File: src/rtl/core/kms_pkg.sv
package kms_pkg;

	localparam int unsigned NUM_ROWS    = 7;
	localparam int unsigned NUM_COLUMNS = 8;
	localparam int unsigned ROW_W       = 3;
	localparam int unsigned COL_W       = 3;
	localparam int unsigned CODE_W      = 8;
	localparam int unsigned CFG_IDX_W   = 1;

	typedef logic [ROW_W-1:0]  row_t;
	typedef logic [COL_W-1:0]  col_t;
	typedef logic [CODE_W-1:0] code_t;
	typedef logic [1:0]        bl_t;

	localparam row_t LAST_ROW = row_t'(NUM_ROWS - 1);

	// modifier classes as held in the plain keymap
	localparam code_t MOD_SHIFT = 8'h01;
	localparam code_t MOD_ALT   = 8'h02;
	localparam code_t CODE_BS   = 8'h08;

	localparam bl_t BL_NONE = 2'd0;
	localparam bl_t BL_ON   = 2'd1;
	localparam bl_t BL_OFF  = 2'd2;

	// configuration register indexes
	localparam logic [CFG_IDX_W-1:0] REG_FUNCTION_ONE = 1'd0;
	localparam logic [CFG_IDX_W-1:0] REG_FUNCTION_TWO = 1'd1;

	localparam code_t FUNCTION_ONE_RESET = 8'd128;
	localparam code_t FUNCTION_TWO_RESET = 8'd129;

	// special positions
	localparam row_t FN1_ROW   = 3'd5;
	localparam col_t FN1_COL   = 3'd1;
	localparam row_t FN2_ROW   = 3'd2;
	localparam col_t FN2_COL   = 3'd7;
	localparam row_t VOL_ROW   = 3'd3;
	localparam col_t VOLUP_COL = 3'd5;
	localparam col_t VOLDN_COL = 3'd7;

	typedef code_t keymap_t [NUM_ROWS][NUM_COLUMNS];

	// function key positions hold zero and are replaced by registers
	localparam keymap_t ROM_PLAIN = '{
		'{8'h00, 8'h00, "u",   "5",   "4",     "2",     "i",     "3"},
		'{8'h00, 8'h00, "7",   "6",   "r",     "w",     "0",     "e"},
		'{8'h00, 8'h00, "k",   "b",   "v",     MOD_ALT, "o",     8'h00},
		'{CODE_BS, MOD_SHIFT, "j", "h", "g",   8'h00,   "l",     8'h00},
		'{8'h0a, "a",   "m",   "n",   "c",     "s",     ",",     "x"},
		'{MOD_SHIFT, 8'h00, ".", " ", "@",     "z",     MOD_ALT, "f"},
		'{"p",   "q",   "8",   "y",   "t",     "1",     "9",     "d"}
	};

	localparam keymap_t ROM_UPPER = '{
		'{8'h00, 8'h00, "U",   "%",   "$",     "@",     "I",     "#"},
		'{8'h00, 8'h00, "&",   "^",   "R",     "W",     ")",     "E"},
		'{8'h00, 8'h00, "K",   "B",   "V",     MOD_ALT, "O",     8'h00},
		'{CODE_BS, MOD_SHIFT, "J", "H", "G",   8'h00,   "L",     8'h00},
		'{8'h0a, "A",   "M",   "N",   "C",     "S",     "?",     "X"},
		'{MOD_SHIFT, 8'h00, "/", " ", "~",     "Z",     MOD_ALT, "F"},
		'{"P",   "Q",   "*",   "Y",   "T",     "!",     "(",     "D"}
	};

	localparam keymap_t ROM_ALT = '{
		'{8'h00, 8'h00, "x",   "%",   "$",     "@",     "-",     "#"},
		'{8'h00, 8'h00, "&",   "^",   "R",     8'h27,   ")",     "_"},
		'{8'h00, 8'h00, 8'h22, "]",   "[",     MOD_ALT, "+",     8'h00},
		'{CODE_BS, MOD_SHIFT, ";", ":", "}",   8'h00,   "L",     8'h00},
		'{8'h0a, "A",   ">",   "<",   "C",     "|",     "?",     "X"},
		'{MOD_SHIFT, 8'h00, "/", " ", "~",     "Z",     MOD_ALT, "{"},
		'{"=",   8'h09, "*",   "/",   "T",     "!",     "(",     8'h5c}
	};

	// what one row sample contributes
	typedef struct packed {
		logic shift_hit;
		logic alt_hit;
		logic key_hit;
		col_t key_col;
	} row_hit_t;

	// outcome of a completed scan
	typedef struct packed {
		logic  key_valid;
		code_t key_code;
		bl_t   backlight;
		code_t held_next;
	} scan_res_t;

endpackage

File: src/rtl/core/kms_row_pick.sv
module kms_row_pick (
	input  kms_pkg::row_t     row,
	input  logic [7:0]        column_sample,
	output kms_pkg::row_hit_t hit
);

	always_comb begin
		logic         fkey;
		kms_pkg::code_t cls;
		hit = '0;
		for (int c = 0; c < kms_pkg::NUM_COLUMNS; c++) begin
			cls  = kms_pkg::ROM_PLAIN[row][c];
			fkey = (row == kms_pkg::FN1_ROW && kms_pkg::col_t'(c) == kms_pkg::FN1_COL) ||
			       (row == kms_pkg::FN2_ROW && kms_pkg::col_t'(c) == kms_pkg::FN2_COL);
			if (!column_sample[c]) begin
				if (!fkey && cls == kms_pkg::MOD_SHIFT) begin
					hit.shift_hit = 1'b1;
				end else if (!fkey && cls == kms_pkg::MOD_ALT) begin
					hit.alt_hit = 1'b1;
				end else begin
					// later column overwrites: last pressed wins
					hit.key_hit = 1'b1;
					hit.key_col = kms_pkg::col_t'(c);
				end
			end
		end
	end

endmodule

File: src/rtl/core/kms_key_map.sv
module kms_key_map (
	input  logic               key_found,
	input  kms_pkg::row_t      found_row,
	input  kms_pkg::col_t      found_col,
	input  logic               shift_seen,
	input  logic               alt_seen,
	input  kms_pkg::code_t     function_one_code,
	input  kms_pkg::code_t     function_two_code,
	input  kms_pkg::code_t     held_key,
	output kms_pkg::scan_res_t res
);

	kms_pkg::code_t code;
	kms_pkg::row_t  r;

	// found_row never exceeds the last row; clamp keeps the index in range
	assign r = (found_row > kms_pkg::LAST_ROW) ? kms_pkg::LAST_ROW : found_row;

	always_comb begin
		if (r == kms_pkg::FN1_ROW && found_col == kms_pkg::FN1_COL) begin
			code = function_one_code;
		end else if (r == kms_pkg::FN2_ROW && found_col == kms_pkg::FN2_COL) begin
			code = function_two_code;
		end else if (alt_seen) begin
			code = kms_pkg::ROM_ALT[r][found_col];
		end else if (shift_seen) begin
			code = kms_pkg::ROM_UPPER[r][found_col];
		end else begin
			code = kms_pkg::ROM_PLAIN[r][found_col];
		end
	end

	always_comb begin
		res           = '0;
		res.backlight = kms_pkg::BL_NONE;
		res.held_next = held_key;
		if (!key_found) begin
			res.held_next = '0;
		end else if (code == '0) begin
			res.held_next = '0;
			if (r == kms_pkg::VOL_ROW && found_col == kms_pkg::VOLUP_COL) begin
				res.backlight = kms_pkg::BL_ON;
			end else if (r == kms_pkg::VOL_ROW && found_col == kms_pkg::VOLDN_COL) begin
				res.backlight = kms_pkg::BL_OFF;
			end
		end else if (code != held_key) begin
			res.held_next = code;
			res.key_valid = 1'b1;
			res.key_code  = code;
		end
	end

endmodule

File: src/rtl/core/keypad_matrix_scanner.sv
// Keypad matrix scanner, 7 rows by 8 columns.
// Input channel (in_valid / in_stall / column_sample): one transfer per row
// sample, active-low columns of the row last announced on drive_row.
// Output channel (out_valid / out_stall and the result fields): exactly one
// transfer per input transfer, in order. drive_row names the row to sample
// next; scan_done marks the last row of a scan, and only then can key_valid,
// key_code or backlight_cmd be non-zero.
// A sample is captured in an input register, then the row pick, flag update
// and keymap lookup sit between it and the result register. Throughput: one
// sample per cycle while out_stall does not hold the result register, set by
// the single pass through that logic; scan state updates as the result is
// registered.
// Configuration (cfg_write / cfg_index / cfg_data) sets the two function key
// codes; write only while idle.
// Reset clears the row counter, modifier flags, found position and held key;
// function codes return to 128 and 129. When out_stall is held the result
// register keeps its value, the input register fills, then in_stall rises.
module keypad_matrix_scanner (
	input  logic                                  clk,
	input  logic                                  arst_n,
	// configuration
	input  logic                                  cfg_write,
	input  logic [kms_pkg::CFG_IDX_W-1:0]         cfg_index,
	input  logic [kms_pkg::CODE_W-1:0]            cfg_data,
	// sample channel
	input  logic                                  in_valid,
	output logic                                  in_stall,
	input  logic [7:0]                            column_sample,
	// result channel
	output logic                                  out_valid,
	input  logic                                  out_stall,
	output logic [2:0]                            drive_row,
	output logic                                  scan_done,
	output logic                                  key_valid,
	output logic [7:0]                            key_code,
	output logic [1:0]                            backlight_cmd
);

	// registers
	kms_pkg::code_t     function_one_q, function_two_q;
	logic               valid_s1;
	logic [7:0]         sample_s1;
	kms_pkg::row_t      row_q;
	logic               shift_q, alt_q, found_q;
	kms_pkg::row_t      found_row_q;
	kms_pkg::col_t      found_col_q;
	kms_pkg::code_t     held_q;

	// next-state logic
	logic               advance, fire;
	kms_pkg::row_t      row;
	logic               last;
	kms_pkg::row_hit_t  hit;
	logic               shift_n, alt_n, found_n;
	kms_pkg::row_t      found_row_n;
	kms_pkg::col_t      found_col_n;
	kms_pkg::row_t      row_next;
	kms_pkg::scan_res_t res;

	// result register frees up when empty or being taken
	assign advance  = !out_valid || !out_stall;
	assign fire     = valid_s1 && advance;
	assign in_stall = valid_s1 && !advance;

	assign row  = (row_q > kms_pkg::LAST_ROW) ? kms_pkg::LAST_ROW : row_q;
	assign last = (row == kms_pkg::LAST_ROW);

	kms_row_pick u_pick (
		.row           (row),
		.column_sample (sample_s1),
		.hit           (hit)
	);

	// fold this row into the running scan before the lookup
	assign shift_n     = shift_q | hit.shift_hit;
	assign alt_n       = alt_q | hit.alt_hit;
	assign found_n     = found_q | hit.key_hit;
	assign found_row_n = hit.key_hit ? row : found_row_q;
	assign found_col_n = hit.key_hit ? hit.key_col : found_col_q;
	assign row_next    = last ? '0 : row + 3'd1;

	kms_key_map u_map (
		.key_found         (found_n),
		.found_row         (found_row_n),
		.found_col         (found_col_n),
		.shift_seen        (shift_n),
		.alt_seen          (alt_n),
		.function_one_code (function_one_q),
		.function_two_code (function_two_q),
		.held_key          (held_q),
		.res               (res)
	);

	// configuration registers
	always_ff @(posedge clk or negedge arst_n) begin
		if (!arst_n) begin
			function_one_q <= kms_pkg::FUNCTION_ONE_RESET;
			function_two_q <= kms_pkg::FUNCTION_TWO_RESET;
		end else if (cfg_write) begin
			if (cfg_index == kms_pkg::REG_FUNCTION_ONE) begin
				function_one_q <= cfg_data;
			end else if (cfg_index == kms_pkg::REG_FUNCTION_TWO) begin
				function_two_q <= cfg_data;
			end
		end
	end

	// input register
	always_ff @(posedge clk or negedge arst_n) begin
		if (!arst_n) begin
			valid_s1 <= 1'b0;
		end else if (!in_stall) begin
			valid_s1 <= in_valid;
		end
	end

	always_ff @(posedge clk) begin
		if (in_valid && !in_stall) begin
			sample_s1 <= column_sample;
		end
	end

	// scan state, updated as each sample's result is registered
	always_ff @(posedge clk or negedge arst_n) begin
		if (!arst_n) begin
			row_q       <= '0;
			shift_q     <= 1'b0;
			alt_q       <= 1'b0;
			found_q     <= 1'b0;
			found_row_q <= '0;
			found_col_q <= '0;
			held_q      <= '0;
		end else if (fire) begin
			row_q <= row_next;
			if (last) begin
				shift_q     <= 1'b0;
				alt_q       <= 1'b0;
				found_q     <= 1'b0;
				found_row_q <= '0;
				found_col_q <= '0;
				held_q      <= res.held_next;
			end else begin
				shift_q     <= shift_n;
				alt_q       <= alt_n;
				found_q     <= found_n;
				found_row_q <= found_row_n;
				found_col_q <= found_col_n;
			end
		end
	end

	// result register
	always_ff @(posedge clk or negedge arst_n) begin
		if (!arst_n) begin
			out_valid <= 1'b0;
		end else if (advance) begin
			out_valid <= valid_s1;
		end
	end

	always_ff @(posedge clk) begin
		if (fire) begin
			drive_row     <= row_next;
			scan_done     <= last;
			key_valid     <= last & res.key_valid;
			key_code      <= last ? res.key_code : '0;
			backlight_cmd <= last ? res.backlight : kms_pkg::BL_NONE;
		end
	end

endmodule

File: config.mk
export PLATFORM = sky130hd
export DESIGN_NAME = keypad_matrix_scanner
export DESIGN_NICKNAME = d
export VERILOG_FILES = /design/src/rtl/core/kms_pkg.sv /design/src/rtl/core/kms_row_pick.sv /design/src/rtl/core/kms_key_map.sv /design/src/rtl/core/keypad_matrix_scanner.sv
export SDC_FILE = /design/constraint.sdc
export NUM_CORES = 1
export LEC_CHECK = 0
export ABC_AREA = 1
export BUFFER_PORTS_ARGS = -buffer_cell sky130_fd_sc_hd__buf_4
export CAP_MARGIN = 0
export CORE_MARGIN = 1.5
export CORE_UTILIZATION = 51
export DETAILED_ROUTE_END_ITERATION = 7
export PLACE_DENSITY = 0.7
export REMOVE_ABC_BUFFERS = 1
export SLEW_MARGIN = 15
export SYNTH_ARGS = -nofsm -noshare
export SYNTH_HDL_FRONTEND = slang
export SYNTH_HIERARCHICAL = 1
export SYNTH_SLANG_ARGS = --single-unit
File: constraint.sdc
create_clock -name clk -period 11.35 [get_ports clk]
set_input_delay 1.135 -clock clk [delete_from_list [all_inputs] [get_ports clk]]
set_output_delay 1.135 -clock clk [all_outputs]
set_load 0.03 [all_outputs]
---- Yosys cells after proc, flatten, opt, wreduce, memory -nomap -nowiden ----
Memory sizes are Yosys's and may differ from the RTL's.
Cells that the tools add are included.
word-level totals
  memories ................................ 4
  register bits ........................... 61
  input bits .............................. 22
  bits in read-only memories .............. 2,048
  output and inout bits ................... 17
cells by class
  equal/unequal tests ..................... 27
  muxes and demuxes ....................... 80
  bitwise operators ....................... 12
  $lt $le $gt $ge ......................... 5
  $add $sub $neg .......................... 1
  reductions and logical operators ........ 25
memories
  name             words  width  read ports  clocked after memory_dff  wr ports  line                text
  (no name shown)  8      64     1           0                         0         kms_row_pick.sv:12  cls = kms_pkg::ROM_PLAIN[row][c];
  (no name shown)  8      64     1           0                         0         kms_key_map.sv:25   code = kms_pkg::ROM_ALT[r][found_col];
  (no name shown)  8      64     1           0                         0         kms_key_map.sv:27   code = kms_pkg::ROM_UPPER[r][found_col];
  (no name shown)  8      64     1           0                         0         kms_key_map.sv:29   code = kms_pkg::ROM_PLAIN[r][found_col];
operator list
  kind                  number
  $mux W64              8
  $mux W8               13
  $bmux W8 S3           3
  $eq A8 B1 Y1 const B  8
  $eq A8 B2 Y1 const B  8
  $mux W6               8
  $mux W5               8
  $mux W4               8
  $mux W3               7
  $mux W1               19
  $mux W9               2
  $eq A3 B3 Y1 const B  5
  $ge A4 B4 Y1 const B  3
  $not A3 Y4            3
  $logic_and A1 B1 Y1   11
  $mux W11              1
  $eq A3 B2 Y1 const B  3
  $logic_not A8 Y1      1
  $ne A8 B8 Y1          1
  $reduce_or A4 Y1      2
  $gt A3 B3 Y1 const B  2
  $logic_not A1 Y1      6
  $mux W2               3
  $reduce_and A3 Y1     2
  8 further kinds       15

---- Depth between registers and ports, before layout ----
Gate-level depths: netlist of the first run.
  depth in word-level cells ............... 50
  mapped depth ............................ 38
  gate-level depth less buffers ........... 36

---- Modules after synthesis ----
The synthesis of the first run kept the hierarchy.
modules (own cells, without submodules)
  module                 times used  area each (sq um)  sequential area each (sq um)  cells an instance
  keypad_matrix_scanner  1           2,427.3            1,645.3                       234
  kms_key_map            1           2,089.5            0.0                           440
  kms_row_pick           1           132.6              0.0                           27

---- Least setup slack after synthesis of the first run ----
OpenSTA, ideal clock, no wires.
  path kind ............................... register to register
  from .................................... reg row_q[1]
  to ...................................... reg key_code[1], data pin
  clock period less this slack ............ 4.615 ns
  required time ........................... 11.094 ns
  setup time .............................. 0.256 ns
  data arrival time ....................... 4.359 ns
  cell stages (with the launch flop) ...... 35
  setup slack ............................. 6.735 ns
  cell sequence ........................... dfrtp_1 -> inv_2 -> nand2_2 -> nand2_2 -> nand2_1 -> nor2_2 -> inv_2 -> nand2_2 -> nand2_2 -> nor2_2 -> o211ai_1 -> buf_2 -> o21ai_0 -> ha_1 -> o21ai_0 -> nand2_1 -> ha_1 -> nand2_1 -> nand3_1 -> nand2_1 -> nand2_1 -> nand2_1 -> nand2_1 -> a21oi_1 -> nand2_1 -> nand2_1 -> nand2_1 -> inv_2 -> nand2_1 -> nor2_2 -> a21oi_4 -> nand2_4 -> nor2_1 -> inv_1 -> nor2_1
RTL lines
  item                      line                          text
  start: declaration        keypad_matrix_scanner.sv:43   kms_pkg::row_t row_q;
  start signal: assignment  keypad_matrix_scanner.sv:134  row_q <= row_next;
  end signal: assignment    keypad_matrix_scanner.sv:166  key_code <= last ? res.key_code : '0;
  end: declaration          keypad_matrix_scanner.sv:35   output logic [7:0] key_code,

==> load_flow_metrics.sql, run 1 <==
INSERT INTO impl_metrics (metric_group, metric, value, unit) VALUES
('layout', 'fill_cells', '860', ''),
('clock_network', 'numCtsBuffers', '9', ''),
('detailed_routing', 'first_iter_violations', '406', ''),
('critical_path', 'crit_arrival', '5.23', 'ns'),
('clock_network', 'cts-htree-levels', '3', ''),
('timing', 'achievable-frequency', '0.195', 'GHz'),
('detailed_routing', 'ant_nets', '0', ''),
('logic_synthesis', 'edff_count_synth', '23', ''),
('detailed_routing', 'route.vias.total', '4705', ''),
('global_routing', 'largest_net_degree_at_the_start_of_global_routing', '39', ''),
('place', 'io_buffer_count', '38', ''),
('die', 'core_region_area', '0.00876', 'mm^2'),
('timing', 'total_negative_slack_for_setup_checks', '0', 'ns'),
('critical_path', 'timing.critical_path.mode_cell', 'nand2_1', ''),
('detailed_routing', 'drt_first_pass_iters', '5', ''),
('global_routing', 'groute.layer.met2.usage', '46.7', '%'),
('logic_synthesis', 'mappedNetlistArea', '0.00465', 'mm^2'),
('worst_hold_path', 'holdPathStages', '2', ''),
('global_routing', 'globalRouteTotalUtil', '29.3', '%'),
('layout', 'antenna-diode-count', '0', ''),
('detailed_routing', 'drc', '0', ''),
('worst_hold_path', 'hold_path.class', 'flip-flop to flip-flop', ''),
('clock_network', 'post_cts_resized', '0', ''),
('layout', 'fin_nets', '757', ''),
('timing', 'final-max-slew-violation-count', '0', ''),
('detailed_routing', 'route.detailed.wl_per_inst', '16.2', 'um'),
('die', 'floorplan.die_area', '0.00970', 'mm^2'),
('global_routing', 'grt_first_pass_wirelength', '22.7', 'mm'),
('logic_synthesis', 'synth_area_per_cell', '6.63', 'um^2'),
('timing', 'finalCriticalPeriod', '5.14', 'ns'),
('logic_synthesis', 'synth_seq_area_share', '35.4', '%'),
('clock_network', 'clock_path_buffers', '2', ''),
('pwr', 'power.density', '303', 'mW/mm^2'),
('timing', 'fin_skew', '0.0155', 'ns'),
('global_routing', 'grt_busiest_layer', 'met2', ''),
('global_routing', 'first_global_vias', '4622', ''),
('clock_network', 'postCtsSetupRepairBufs', '0', ''),
('layout', 'fin_util', '59.0', '%'),
('logic_synthesis', 'synth_common_cells', 'nand2_1 (239), nand3_1 (82), inv_1 (70)', ''),
('clock_network', 'tritoncts_num_sinks', '61', ''),
('timing', 'setup_violations', '0', ''),
('timing', 'worst_pin_slew', '0.777', 'ns'),
('global_routing', 'number_of_antenna_violations_at_the_first_check_in_global_routing', '0', ''),
('detailed_routing', 'number_of_vias_per_cell', '5.59', ''),
('global_routing', 'globalRouteOverflowTotal', '0', ''),
('pwr', 'power.static_leakage', '0.00272', 'uW'),
('logic_synthesis', 'synth.most_common_cell', 'nand2_1', ''),
('critical_path', 'cp-end-kind', 'flip-flop', ''),
('logic_synthesis', 'synth_top_cells_by_area', 'nand2_1 (19%), dfrtp_1 (19%), edfxtp_1 (15%)', ''),
('clock_network', 'path_clk_slew', '0.07', 'ns'),
('logic_synthesis', 'ys.flop_type', 'dfrtp_1', ''),
('layout', 'drive_above_1_share', '17.1', '%'),
('timing', 'final_critical_path_setup_slack', '6.21', 'ns'),
('critical_path', 'reg2regPathDepth', '36', ''),
('global_routing', 'met3_demand_to_capacity_share_in_global_routing', '5.67', '%'),
('clock_network', 'tritoncts_clock_tree', 'done', ''),
('logic_synthesis', 'postSynthCellCount', '701', ''),
('clock_network', 'clock_latency', '0.35', 'ns'),
('logic_synthesis', 'yosysWarningCount', '6', ''),
('logic_synthesis', 'yosysUniqueCellTypes', '34', ''),
('logic_synthesis', 'yosys.area.top_type', 'nand2_1', ''),
('critical_path', 'critPathRequiredTime', '11.44', 'ns'),
('outcome', 'status', 'finished, final reports clean', ''),
('logic_synthesis', 'netlist.area_leader.share', '19.3', '%'),
('place', 'dp_hpwl', '9.74', 'mm'),
('logic_synthesis', 'postSynthRegisterBits', '61', ''),
('critical_path', 'crit_type', 'flip-flop to flip-flop', ''),
('pwr', 'ir_worst_vdd', '0.000162', 'V'),
('timing', 'timing.slew.headroom', '48.0', '%'),
('timing', 'final_min_period_over_clock_period', '45.3', '%'),
('timing', 'final-hold-violation-count', '0', '');
## routing by layer
metal / vias up / share of wire, %
met4: 0 / 3.3
li1: 2287 / -
met5: - / 0
met1: 2151 / 43
met3: 44 / 7.7
met2: 223 / 46
## layout make-up
type	instances	area, um^2	area share, %
timing repair buffer	43	323	6.25
inverter	84	318	6.15
clock inverter	6	65.1	1.26
tap	108	135	2.62
clock buffer	10	149	2.88
multi-input combinational	529	2530	49.0
sequential	61	1650	31.8
## final timing paths
| kind | startpoint | end | slack, ns |
|---|---|---|---|
| worst max-delay path | row_q[1]$_DFFE_PN0P_ | key_code[3]$_SDFFCE_PP0P_ | 6.21 |
| min in group asynchronous | arst_n | held_q[0]$_DFFE_PN0P_ | 0.75 |
| max in group asynchronous | arst_n | found_row_q[0]$_DFFE_PN0P_ | 10.23 |
| worst max register to register | row_q[1]$_DFFE_PN0P_ | key_code[3]$_SDFFCE_PP0P_ | 6.21 |
| worst min-delay path | alt_q$_DFFE_PN0P_ | alt_q$_DFFE_PN0P_ | 0.48 |
| worst min register to register | alt_q$_DFFE_PN0P_ | alt_q$_DFFE_PN0P_ | 0.48 |
## cell families (layout without fill, tap and decap cells)
logic type	Yosys count	after routing	share of synthesized area, %
adders and majority gates	7	7	1.88
AOI/OAI and AO/OA	82	82	9.42
xor gates and xnor gates	1	1	0.188
and+or+nand+nor	439	439	42.9
DFF	61	61	35.4
buffers and inverters	111	143	10.2
## through the flow
| step | hold slack [ns] | std cells | area [um^2] | total power, uW |
|---|---|---|---|---|
| 5_1_grt | 0.499 | 841 | 5170 | 1700 |
| 3_3_place_gp | 0.457 | 825 | 4950 | 1320 |
| 6_report | 0.480 | 841 | 5170 | 1570 |
| 4_1_cts | 0.477 | 841 | 5170 | 1540 |
| 3_5_place_dp | 0.463 | 825 | 4950 | 1320 |
| 2_1_floorplan | 0.441 | 674 | 4490 | 1060 |
## power breakdown
part	internal [uW]	total (uW)	switching [uW]
clock	116	213	97.3
combinational	310	1030	718
sequential	290	325	34.4
## state kept, by name, summed over array words and instances, names as in the netlist
signal / flops
key_valid: 1
drive_row: 3
held_q: 8
key_code: 8
sample_s1: 8
row_q: 3
function_two_q: 8
backlight_cmd: 2
out_valid: 1
found_row_q: 3
shift_q: 1
function_one_q: 8
found_q: 1
scan_done: 1
valid_s1: 1
found_col_q: 3
alt_q: 1
## layout by cell type, fill, tap and decap left out, types with 2 or more instances in the layout
master      n
nor2_1     59
a31oi_1     3
nand2_4     8
inv_4       3
clkbuf_8    9
or2_1       2
inv_2      13
nand2_1   239
dfstp_2     3
edfxtp_1   23
nand3b_1    5
or2_2       8
ha_1        7
nand3_1    82
o21ai_1    19
dfrtp_1    35
inv_1      70
nor2_2      8
o21ai_0    32
a21oi_1    21
buf_4      43
nor2_4      8
and2_1      2
o22ai_1     3
o211ai_1    2
nand2_2    15
## critical path: cells and delay by family (launching register included)
family | cells | cell delay [ns]
simple gates | 23 | 2.34
compound gates | 3 | 0.61
buf+inv | 8 | 0.78
flops | 1 | 0.51
fa+ha+maj | 2 | 0.63
Power figures use the tool's default switching activity.
==> inputs of run 2 (changes only) <==
--- a/config.mk
+++ b/config.mk
@@ -5,13 +5,13 @@
 export SDC_FILE = /design/constraint.sdc
 export NUM_CORES = 1
 export LEC_CHECK = 0
-export ABC_AREA = 1
+export ABC_AREA = 0
 export BUFFER_PORTS_ARGS = -buffer_cell sky130_fd_sc_hd__buf_4
 export CAP_MARGIN = 0
 export CORE_MARGIN = 1.5
 export CORE_UTILIZATION = 51
 export DETAILED_ROUTE_END_ITERATION = 7
-export PLACE_DENSITY = 0.7
+export PLACE_DENSITY = 0.69
 export REMOVE_ABC_BUFFERS = 1
 export SLEW_MARGIN = 15
 export SYNTH_ARGS = -nofsm -noshare
==> constraint.sdc (replaced) <==
create_clock -name clk -period 5.2 [get_ports clk]
set_input_delay 0.52 -clock clk [delete_from_list [all_inputs] [get_ports clk]]
set_output_delay 0.52 -clock clk [all_outputs]
set_load 0.03 [all_outputs]
==> run 2 against run 1 <==
Net effect: register-to-register slack lost 6.1 ns; clock skew decreased by 0.0089 ns; highest routed layer unchanged; synthesized cell count is 22% lower; synthesized area up 9.8%; clock power up 95%; largest power group unchanged.
==> load_flow_metrics.sql, run 2 <==
INSERT INTO impl_metrics (metric_group, metric, value, unit) VALUES
('outcome', 'status', 'finished, final reports clean', ''),
('timing', 'final_min_period_over_clock_period', '97.1', '%'),
('logic_synthesis', 'post_synth_fa_ha_maj_area_fraction', '1.72', '%'),
('critical_path', 'cpMaxStageDelayCell', 'or4_4', ''),
('logic_synthesis', 'synth_seq_area_share', '32.2', '%'),
('logic_synthesis', 'postSynthRegisterBits', '61', ''),
('global_routing', 'largest_net_degree_at_the_start_of_global_routing', '39', ''),
('die', 'core_region_area', '0.00973', 'mm^2'),
('timing', 'total_negative_slack_for_setup_checks', '0', 'ns'),
('pwr', 'internal-power', '2140', 'uW'),
('detailed_routing', 'wl_met2', '7.08', 'mm'),
('logic_synthesis', 'yosysUniqueCellTypes', '104', ''),
('die', 'io-pin-count', '39', ''),
('detailed_routing', 'ant_nets', '0', ''),
('clock_network', 'cts-htree-levels', '3', ''),
('logic_synthesis', 'fraction_of_the_mapped_netlist_area_in_compound_gates', '26.3', '%'),
('logic_synthesis', 'postSynthCellCount', '545', ''),
('die', 'start_util', '52.5', '%'),
('detailed_routing', 'met1Wirelength', '6.86', 'mm'),
('clock_network', 'cts_hold_repair.buffers', '0', ''),
('critical_path', 'crit_type', 'flip-flop to flip-flop', ''),
('clock_network', 'tritoncts_num_sinks', '61', ''),
('die', 'chipWidth', '103', 'um'),
('layout', 'fin_cells', '745', ''),
('clock_network', 'numCtsBuffers', '9', ''),
('layout', 'syn2layout_area_growth', '19.0', '%'),
('layout', 'drive_above_1_share', '33.5', '%'),
('timing', 'finalCriticalPeriod', '5.05', 'ns'),
('layout', 'antenna-diode-count', '0', ''),
('logic_synthesis', 'mappedNetlistArea', '0.00511', 'mm^2'),
('detailed_routing', 'maxUsedRoutingLayer', 'met4', ''),
('detailed_routing', 'first_iter_violations', '514', ''),
('detailed_routing', 'number_of_vias_per_cell', '6.47', ''),
('critical_path', 'crit_path_start_kind', 'flip-flop', ''),
('critical_path', 'timing.critical_path.fanout_max', '6', ''),
('timing', 'worst_pin_slew', '0.727', 'ns'),
('clock_network', 'cts.root.buffer_cell', 'clkbuf_8', ''),
('critical_path', 'critical-path-top-delay-family', 'simple AND/OR/NAND/NOR gates', ''),
('flow_run', 'max-cap-violations', '0', ''),
('layout', 'fin_util', '62.5', '%'),
('logic_synthesis', 'synth_mux_area_share', '8.82', '%'),
('pwr', 'power_switching', '2060', 'uW'),
('critical_path', 'cp-end-kind', 'flip-flop', ''),
('logic_synthesis', 'synthArstFlopShare', '62.3', '%'),
('timing', 'final-hold-violation-count', '0', ''),
('detailed_routing', 'route.vias.total', '4819', ''),
('layout', 'fin_nets', '636', ''),
('place', 'dp.cells', '724', ''),
('logic_synthesis', 'xor_xnor_share_of_the_synthesized_area', '1.69', '%'),
('detailed_routing', 'drt_wl_total', '16.2', 'mm'),
('die', 'floorplan.die_area', '0.0106', 'mm^2'),
('logic_synthesis', 'synth.most_common_cell', 'dfrtp_1', ''),
('logic_synthesis', 'edff_count_synth', '23', ''),
('timing', 'timing.slew.headroom', '51.4', '%'),
('critical_path', 'critPathRequiredTime', '5.30', 'ns'),
('place', 'dp_hpwl', '11.9', 'mm'),
('die', 'die_h', '103', 'um'),
('timing', 'achievable-frequency', '0.198', 'GHz'),
('clock_network', 'tritoncts_clock_tree', 'done', ''),
('logic_synthesis', 'synth_area_per_cell', '9.37', 'um^2'),
('pwr', 'sequentialPowerShare', '17.4', '%'),
('global_routing', 'globalRouteTotalUtil', '32.0', '%'),
('pwr', 'netSwitchingFraction', '49.0', '%'),
('critical_path', 'crit_arrival', '5.15', 'ns'),
('timing', 'rsz0062_at_grt', 'false', ''),
('detailed_routing', 'wl_met3', '1.58', 'mm'),
('pwr', 'power.share.clock', '9.9', '%'),
('logic_synthesis', 'synth_common_cells', 'dfrtp_1 (35), nand2_1 (34), nor2_1 (33)', ''),
('layout', 'layout.cells.most_common', 'buf_4', ''),
('global_routing', 'globalRouteOverflowTotal', '0', ''),
('pwr', 'ir_worst_vdd', '0.000331', 'V'),
('critical_path', 'cp_cell_sequence', 'nand2_8 -> and2_4 -> buf_4 -> and3b_2 -> a21oi_1 -> or4_4 -> mux2_4 -> ha_2 -> or2_2 -> ha_4 -> or3_4 -> buf_4 -> o211a_1 -> o221ai_1 -> o311a_1 -> a211o_1 -> nand3_2 -> buf_4 -> buf_4 -> nor3_1 -> a31oi_1 -> and3_1', ''),
('global_routing', 'first_global_vias', '4568', ''),
('logic_synthesis', 'synth_top_cells_by_area', 'dfrtp_1 (17%), edfxtp_1 (14%), mux2_2 (6.0%)', ''),
('critical_path', 'timing.critical_path.mode_cell', 'buf_4', ''),
('logic_synthesis', 'netlist.area_leader.share', '17.2', '%'),
('timing', 'final-max-slew-violation-count', '0', ''),
('logic_synthesis', 'yosysWarningCount', '6', ''),
('pwr', 'power.static_leakage', '0.00247', 'uW'),
('logic_synthesis', 'largest_family_of_logic_cells_by_synthesized_area', 'compound AO/OA/AOI/OAI gates', ''),
('clock_network', 'clock_latency', '0.34', 'ns'),
('timing', 'setup_violations', '0', ''),
('clock_network', 'path_clk_slew', '0.07', 'ns'),
('place', 'gp_routability_congestion', '1.05', ''),
('critical_path', 'cp_slowest_stage_delay', '0.46', 'ns'),
('logic_synthesis', 'yosys.area.top_type', 'dfrtp_1', ''),
('global_routing', 'grt_first_pass_wirelength', '25.5', 'mm'),
('detailed_routing', 'route.detailed.wl_per_inst', '21.8', 'um'),
('pwr', 'power_frac_comb', '72.7', '%'),
('layout', 'final_cell_mix', 'buf_4 (96), nand2_1 (34), nor2_1 (33), dfrtp_1 (33)', ''),
('place', 'io_buffer_count', '38', ''),
('global_routing', 'number_of_antenna_violations_at_the_first_check_in_global_routing', '0', ''),
('pwr', 'design_power_total', '4200', 'uW'),
('clock_network', 'clock_path_buffers', '2', ''),
('timing', 'fin_skew', '0.00665', 'ns'),
('detailed_routing', 'drc', '0', ''),
('layout', 'fill_cells', '817', ''),
('logic_synthesis', 'synth_simple_gate_area_share', '22.2', '%'),
('pwr', 'power.density', '690', 'mW/mm^2'),
('die', 'fp-row-count', '36', ''),
('critical_path', 'critical_path.n_buffers_inverters', '4', ''),
('detailed_routing', 'drt_first_pass_iters', '5', ''),
('logic_synthesis', 'ys.flop_type', 'dfrtp_1', ''),
('worst_hold_path', 'hold_path.class', 'primary input to async pin', '');
[run 2: path summary, 6_finish.rpt]
path / start / endpoint / slack, ns / cells past startpoint
max in group asynchronous: arst_n / function_two_q[7]$_DFFE_PN1P_ / 4.70 / 1
min in group clk: column_sample[2] / sample_s1[2]$_DFFE_PP_ / 0.35 / 1
max reg2reg: row_q[1]$_DFFE_PN0P_ / key_code[0]$_SDFFCE_PP0P_ / 0.15 / 22
max: row_q[1]$_DFFE_PN0P_ / key_code[0]$_SDFFCE_PP0P_ / 0.15 / 22
min reg2reg: found_col_q[2]$_DFFE_PN0P_ / found_col_q[2]$_DFFE_PN0P_ / 0.47 / 2
min: arst_n / held_q[4]$_DFFE_PN0P_ / 0.13 / 1
[run 2: repair_timing]
| item | CTS | global route |
|---|---|---|
| buffers inserted | 0 | 5 |
| endpoints found under the setup margin | 10 | 11 |
| gates resized for setup | 6 | 19 |
| pin swaps | 0 | 6 |
[run 2: kinds of logic after synthesis]
logic type | Yosys count
AO/OA/AOI/OAI | 171
XOR/XNOR | 9
adder cells (fa/ha/maj) | 7
buffers and inverters | 68
flip-flops | 61
multiplexers | 38
AND/OR/NAND/NOR | 191
[run 2: layout make-up]
| type | instances | area (um^2) | area share (%) |
|---|---|---|---|
| clock buffers | 9 | 124 | 2.04 |
| multi-input cells | 416 | 3210 | 52.8 |
| inverters | 19 | 71.3 | 1.17 |
| clock inverters | 7 | 73.8 | 1.21 |
| repair buffers | 100 | 783 | 12.9 |
| flip-flops and latches | 61 | 1650 | 27.1 |
| well taps | 133 | 166 | 2.74 |
[run 2: power by group through the flow]
| stage | logic, uW | clock network, uW | registers [uW] |
|---|---|---|---|
| floorplan | 1750 | 0 | 779 |
| global placement | 2810 | 0 | 728 |
| detailed placement | 2780 | 0 | 733 |
| CTS | 2820 | 427 | 728 |
| global route | 3220 | 450 | 747 |
| finish | 3050 | 416 | 731 |
[run 2: worst reg2reg max path: stages, from the launching register on]
cell      delay, ns
dfrtp_2        0.45
nand2_8        0.08
and2_4         0.15
buf_4          0.14
and3b_2        0.22
a21oi_1        0.05
or4_4          0.46
mux2_4         0.35
ha_2           0.21
or2_2          0.33
ha_4           0.25
or3_4          0.36
buf_4          0.15
o211a_1        0.19
o221ai_1       0.09
o311a_1        0.28
a211o_1        0.16
nand3_2        0.12
buf_4          0.18
buf_4          0.12
nor3_1         0.16
a31oi_1        0.12
and3_1         0.19
[run 2: stage by stage]
stage	instance area (um^2)	hold WS, ns	setup slack (ns)
final	6080	0.134	0.151
after global routing	6080	0.163	0.0290
after CTS	5960	0.145	0.00526
after detailed placement	5720	0.466	-0.331
after global placement	5720	0.449	-0.367
after floorplan	4820	0.224	-0.881
[run 2: routing by layer]
layer / GRT usage [%] / up-vias
met5: 0 / -
li1: - / 2199
met3: 8.27 / 59
met4: 14.4 / 0
met2: 47.3 / 302
met1: 44.0 / 2259
==> inputs of run 3 (changes only) <==
--- a/config.mk
+++ b/config.mk
@@ -12,6 +12,7 @@
 export CORE_UTILIZATION = 51
 export DETAILED_ROUTE_END_ITERATION = 7
 export PLACE_DENSITY = 0.69
+export RECOVER_POWER = 50
 export REMOVE_ABC_BUFFERS = 1
 export SLEW_MARGIN = 15
 export SYNTH_ARGS = -nofsm -noshare
==> run 3 against run 2 <==
Net effect: the run now ends with max-capacitance violations, max-slew violations left; setup slack gained 0.0089 ns; maximum frequency is 0.18% higher; worst hold slack better by 0.24 ns; non-clock buffer count stayed put; combinational power barely moved; first-iteration DRC count rose by 7.2%; via count down 0.23%; design area decreased by 0.14%; die area unchanged; sequential share of layout area about the same; core utilization decreased by 0.090 points; register-to-register slack hardly changed; highest routed layer unchanged.
==> load_flow_metrics.sql, run 3 (synthesized netlist as in run 2, its figures left out) <==
INSERT INTO impl_metrics (metric_group, metric, value, unit) VALUES
('detailed_routing', 'drt_wl_total', '16.2', 'mm'),
('critical_path', 'timing.critical_path.from', 'row_q[2]$_DFFE_PN0P_', ''),
('critical_path', 'critPathCapture', 'key_code[0]$_SDFFCE_PP0P_', ''),
('timing', 'setup_violations', '0', ''),
('critical_path', 'cp_cell_sequence', 'nand2_8 -> and2_4 -> buf_4 -> and3b_2 -> a21oi_1 -> or4_4 -> mux2_4 -> ha_2 -> or2_2 -> ha_4 -> or3_4 -> buf_4 -> o211a_1 -> o221ai_1 -> o311a_1 -> a211o_1 -> nand3_2 -> buf_4 -> buf_4 -> nor3_1 -> a31oi_1 -> and3_1', ''),
('clock_network', 'tritoncts_num_sinks', '61', ''),
('layout', 'drive_above_1_share', '33.0', '%'),
('critical_path', 'critical_path.n_buffers_inverters', '4', ''),
('detailed_routing', 'ant_nets', '0', ''),
('clock_network', 'clock_path_buffers', '2', ''),
('die', 'chipWidth', '103', 'um'),
('die', 'io-pin-count', '39', ''),
('flow_run', 'max-cap-violations', '1', ''),
('timing', 'final_critical_path_setup_slack', '0.160', 'ns'),
('clock_network', 'cts.root.buffer_cell', 'clkbuf_8', ''),
('layout', 'syn2layout_area_growth', '18.9', '%'),
('die', 'fp-row-count', '36', ''),
('critical_path', 'reg2reg_slack', '0.16', 'ns'),
('critical_path', 'critical_path_depth', '22', ''),
('die', 'core_region_area', '0.00973', 'mm^2'),
('detailed_routing', 'drt_first_pass_iters', '5', ''),
('global_routing', 'globalRouteTotalUtil', '32.0', '%'),
('timing', 'final-hold-violation-count', '0', ''),
('global_routing', 'grt_first_pass_wirelength', '25.5', 'mm'),
('critical_path', 'cp_slowest_stage_delay', '0.46', 'ns'),
('critical_path', 'critical-path-top-delay-family', 'simple AND/OR/NAND/NOR gates', ''),
('global_routing', 'first_global_vias', '4568', ''),
('layout', 'layout.cells.most_common', 'buf_4', ''),
('global_routing', 'globalRouteOverflowTotal', '0', ''),
('layout', 'fin_nets', '636', ''),
('timing', 'achievable-frequency', '0.198', 'GHz'),
('layout', 'final_cell_mix', 'buf_4 (85), nand2_1 (34), dfrtp_1 (34)', ''),
('layout', 'fin_cells', '745', ''),
('outcome', 'violations_in_the_final_reports', 'max-capacitance violations, max-slew violations', ''),
('global_routing', 'largest_net_degree_at_the_start_of_global_routing', '39', ''),
('place', 'dp.cells', '724', ''),
('pwr', 'ir_worst_vdd', '0.000329', 'V'),
('pwr', 'power.static_leakage', '0.00246', 'uW'),
('clock_network', 'path_clk_slew', '0.07', 'ns'),
('die', 'start_util', '52.5', '%'),
('pwr', 'power.density', '689', 'mW/mm^2'),
('place', 'pre_cts_slack', '-0.331', 'ns'),
('critical_path', 'r2r_end', 'key_code[0]$_SDFFCE_PP0P_', ''),
('critical_path', 'timing.critical_path.fanout_max', '6', ''),
('critical_path', 'reg2reg_from', 'row_q[2]$_DFFE_PN0P_', ''),
('layout', 'antenna-diode-count', '0', ''),
('timing', 'final-max-slew-violation-count', '39', ''),
('timing', 'final_min_period_over_clock_period', '96.9', '%'),
('worst_hold_path', 'hold_path.class', 'primary input to flip-flop', ''),
('outcome', 'status', 'finished, violations left', ''),
('place', 'gp_routability_congestion', '1.05', ''),
('timing', 'worst_pin_slew', '2.05', 'ns'),
('critical_path', 'crit_arrival', '5.14', 'ns'),
('critical_path', 'critPathRequiredTime', '5.30', 'ns'),
('place', 'dp_hpwl', '11.9', 'mm'),
('detailed_routing', 'first_iter_violations', '551', ''),
('critical_path', 'crit_type', 'flip-flop to flip-flop', ''),
('detailed_routing', 'route.detailed.wl_per_inst', '21.7', 'um'),
('die', 'floorplan.die_area', '0.0106', 'mm^2'),
('critical_path', 'timing.critical_path.mode_cell', 'buf_4', ''),
('critical_path', 'reg2regPathDepth', '22', ''),
('clock_network', 'tritoncts_clock_tree', 'done', ''),
('timing', 'timing.slew.headroom', '-36.4', '%'),
('timing', 'finalCriticalPeriod', '5.04', 'ns'),
('critical_path', 'cp-end-kind', 'flip-flop', ''),
('clock_network', 'clock_latency', '0.34', 'ns'),
('global_routing', 'number_of_antenna_violations_at_the_first_check_in_global_routing', '0', ''),
('detailed_routing', 'drc', '0', ''),
('critical_path', 'crit_path_start_kind', 'flip-flop', ''),
('detailed_routing', 'route.vias.total', '4808', ''),
('die', 'die_h', '103', 'um'),
('clock_network', 'cts-htree-levels', '3', ''),
('critical_path', 'cpMaxStageDelayCell', 'dfrtp_1', ''),
('timing', 'fin_skew', '0.00675', 'ns'),
('clock_network', 'numCtsBuffers', '9', ''),
('place', 'io_buffer_count', '38', ''),
('detailed_routing', 'number_of_vias_per_cell', '6.45', '');
-- run 3: changes by cell type in the layout (fill, tap and decap cells not counted), sizes merged --
cell,before,now
clkbuf,9,20
buf,100,89
-- run 3: timing repair --
item | 4_1_cts | 5_1_grt
pin swaps | 0 | 6
endpoints found under the setup margin | 10 | 11
gates resized for setup | 6 | 19
hold buffers | 0 | 0
endpoints found under the hold margin | 0 | 0
buffers inserted | 0 | 5
-- run 3: power by group --
group	switching (uW)	leakage (uW)	internal, uW
logic	1760	0.00170	1280
clock network	193	0.0000899	222
registers	93.8	0.000673	636
-- run 3: final cells by class --
cell class / instances / area [um^2]
Clock buffer: 9 / 124
Clock inverter: 7 / 73.8
Fill cell: 820 / 3660
Inverter: 19 / 71.3
Multi-Input combinational cell: 416 / 3210
Sequential cell: 61 / 1650
Tap cell: 133 / 166
Timing Repair Buffer: 100 / 776
-- run 3: worst min path at each step --
stage / from / cells past startpoint / slack, ns / endpoint
6_report: column_sample[6] / 1 / 0.37 / sample_s1[6]$_DFFE_PP_
5_1_grt: column_sample[3] / 1 / 0.35 / sample_s1[3]$_DFFE_PP_
4_1_cts: arst_n / 1 / 0.14 / alt_q$_DFFE_PN0P_
3_3_place_gp: found_col_q[0]$_DFFE_PN0P_ / 2 / 0.45 / found_col_q[0]$_DFFE_PN0P_
3_5_place_dp: found_col_q[0]$_DFFE_PN0P_ / 2 / 0.47 / found_col_q[0]$_DFFE_PN0P_
2_1_floorplan: arst_n / 0 / 0.22 / alt_q$_DFFE_PN0P_
-- run 3: routing by layer --
layer	up-vias	global-route usage [%]	wire length, um
li1	2200	-	-
met2	314	47.3	7080
met3	59	8.27	1690
met4	0	14.4	677
met5	-	0	0
met1	2235	44.0	6740
-- run 3: worst register-to-register path, delay by kind of cell, from the launching register on --
| family | cells | cell delay (ns) |
|---|---|---|
| and+or+nand+nor | 9 | 2.07 |
| adders and majority gates | 2 | 0.46 |
| buffers and inverters | 4 | 0.60 |
| AOI/OAI and AO/OA | 6 | 0.88 |
| muxes | 1 | 0.35 |
| DFF | 1 | 0.46 |
-- run 3: through the flow --
| stage | total power [uW] | area [um^2] | hold slack [ns] | util [%] | setup TNS, ns |
|---|---|---|---|---|---|
| after floorplan | 2520 | 4820 | 0.224 | - | -9.39 |
| after global placement | 3530 | 5720 | 0.449 | 58.8 | -3.34 |
| after detailed placement | 3510 | 5720 | 0.466 | 58.8 | -3.07 |
| after CTS | 3970 | 5960 | 0.145 | 61.2 | 0 |
| after global routing | 4420 | 6070 | 0.348 | 62.4 | -0.00880 |
| final | 4180 | 6070 | 0.370 | 62.4 | 0 |
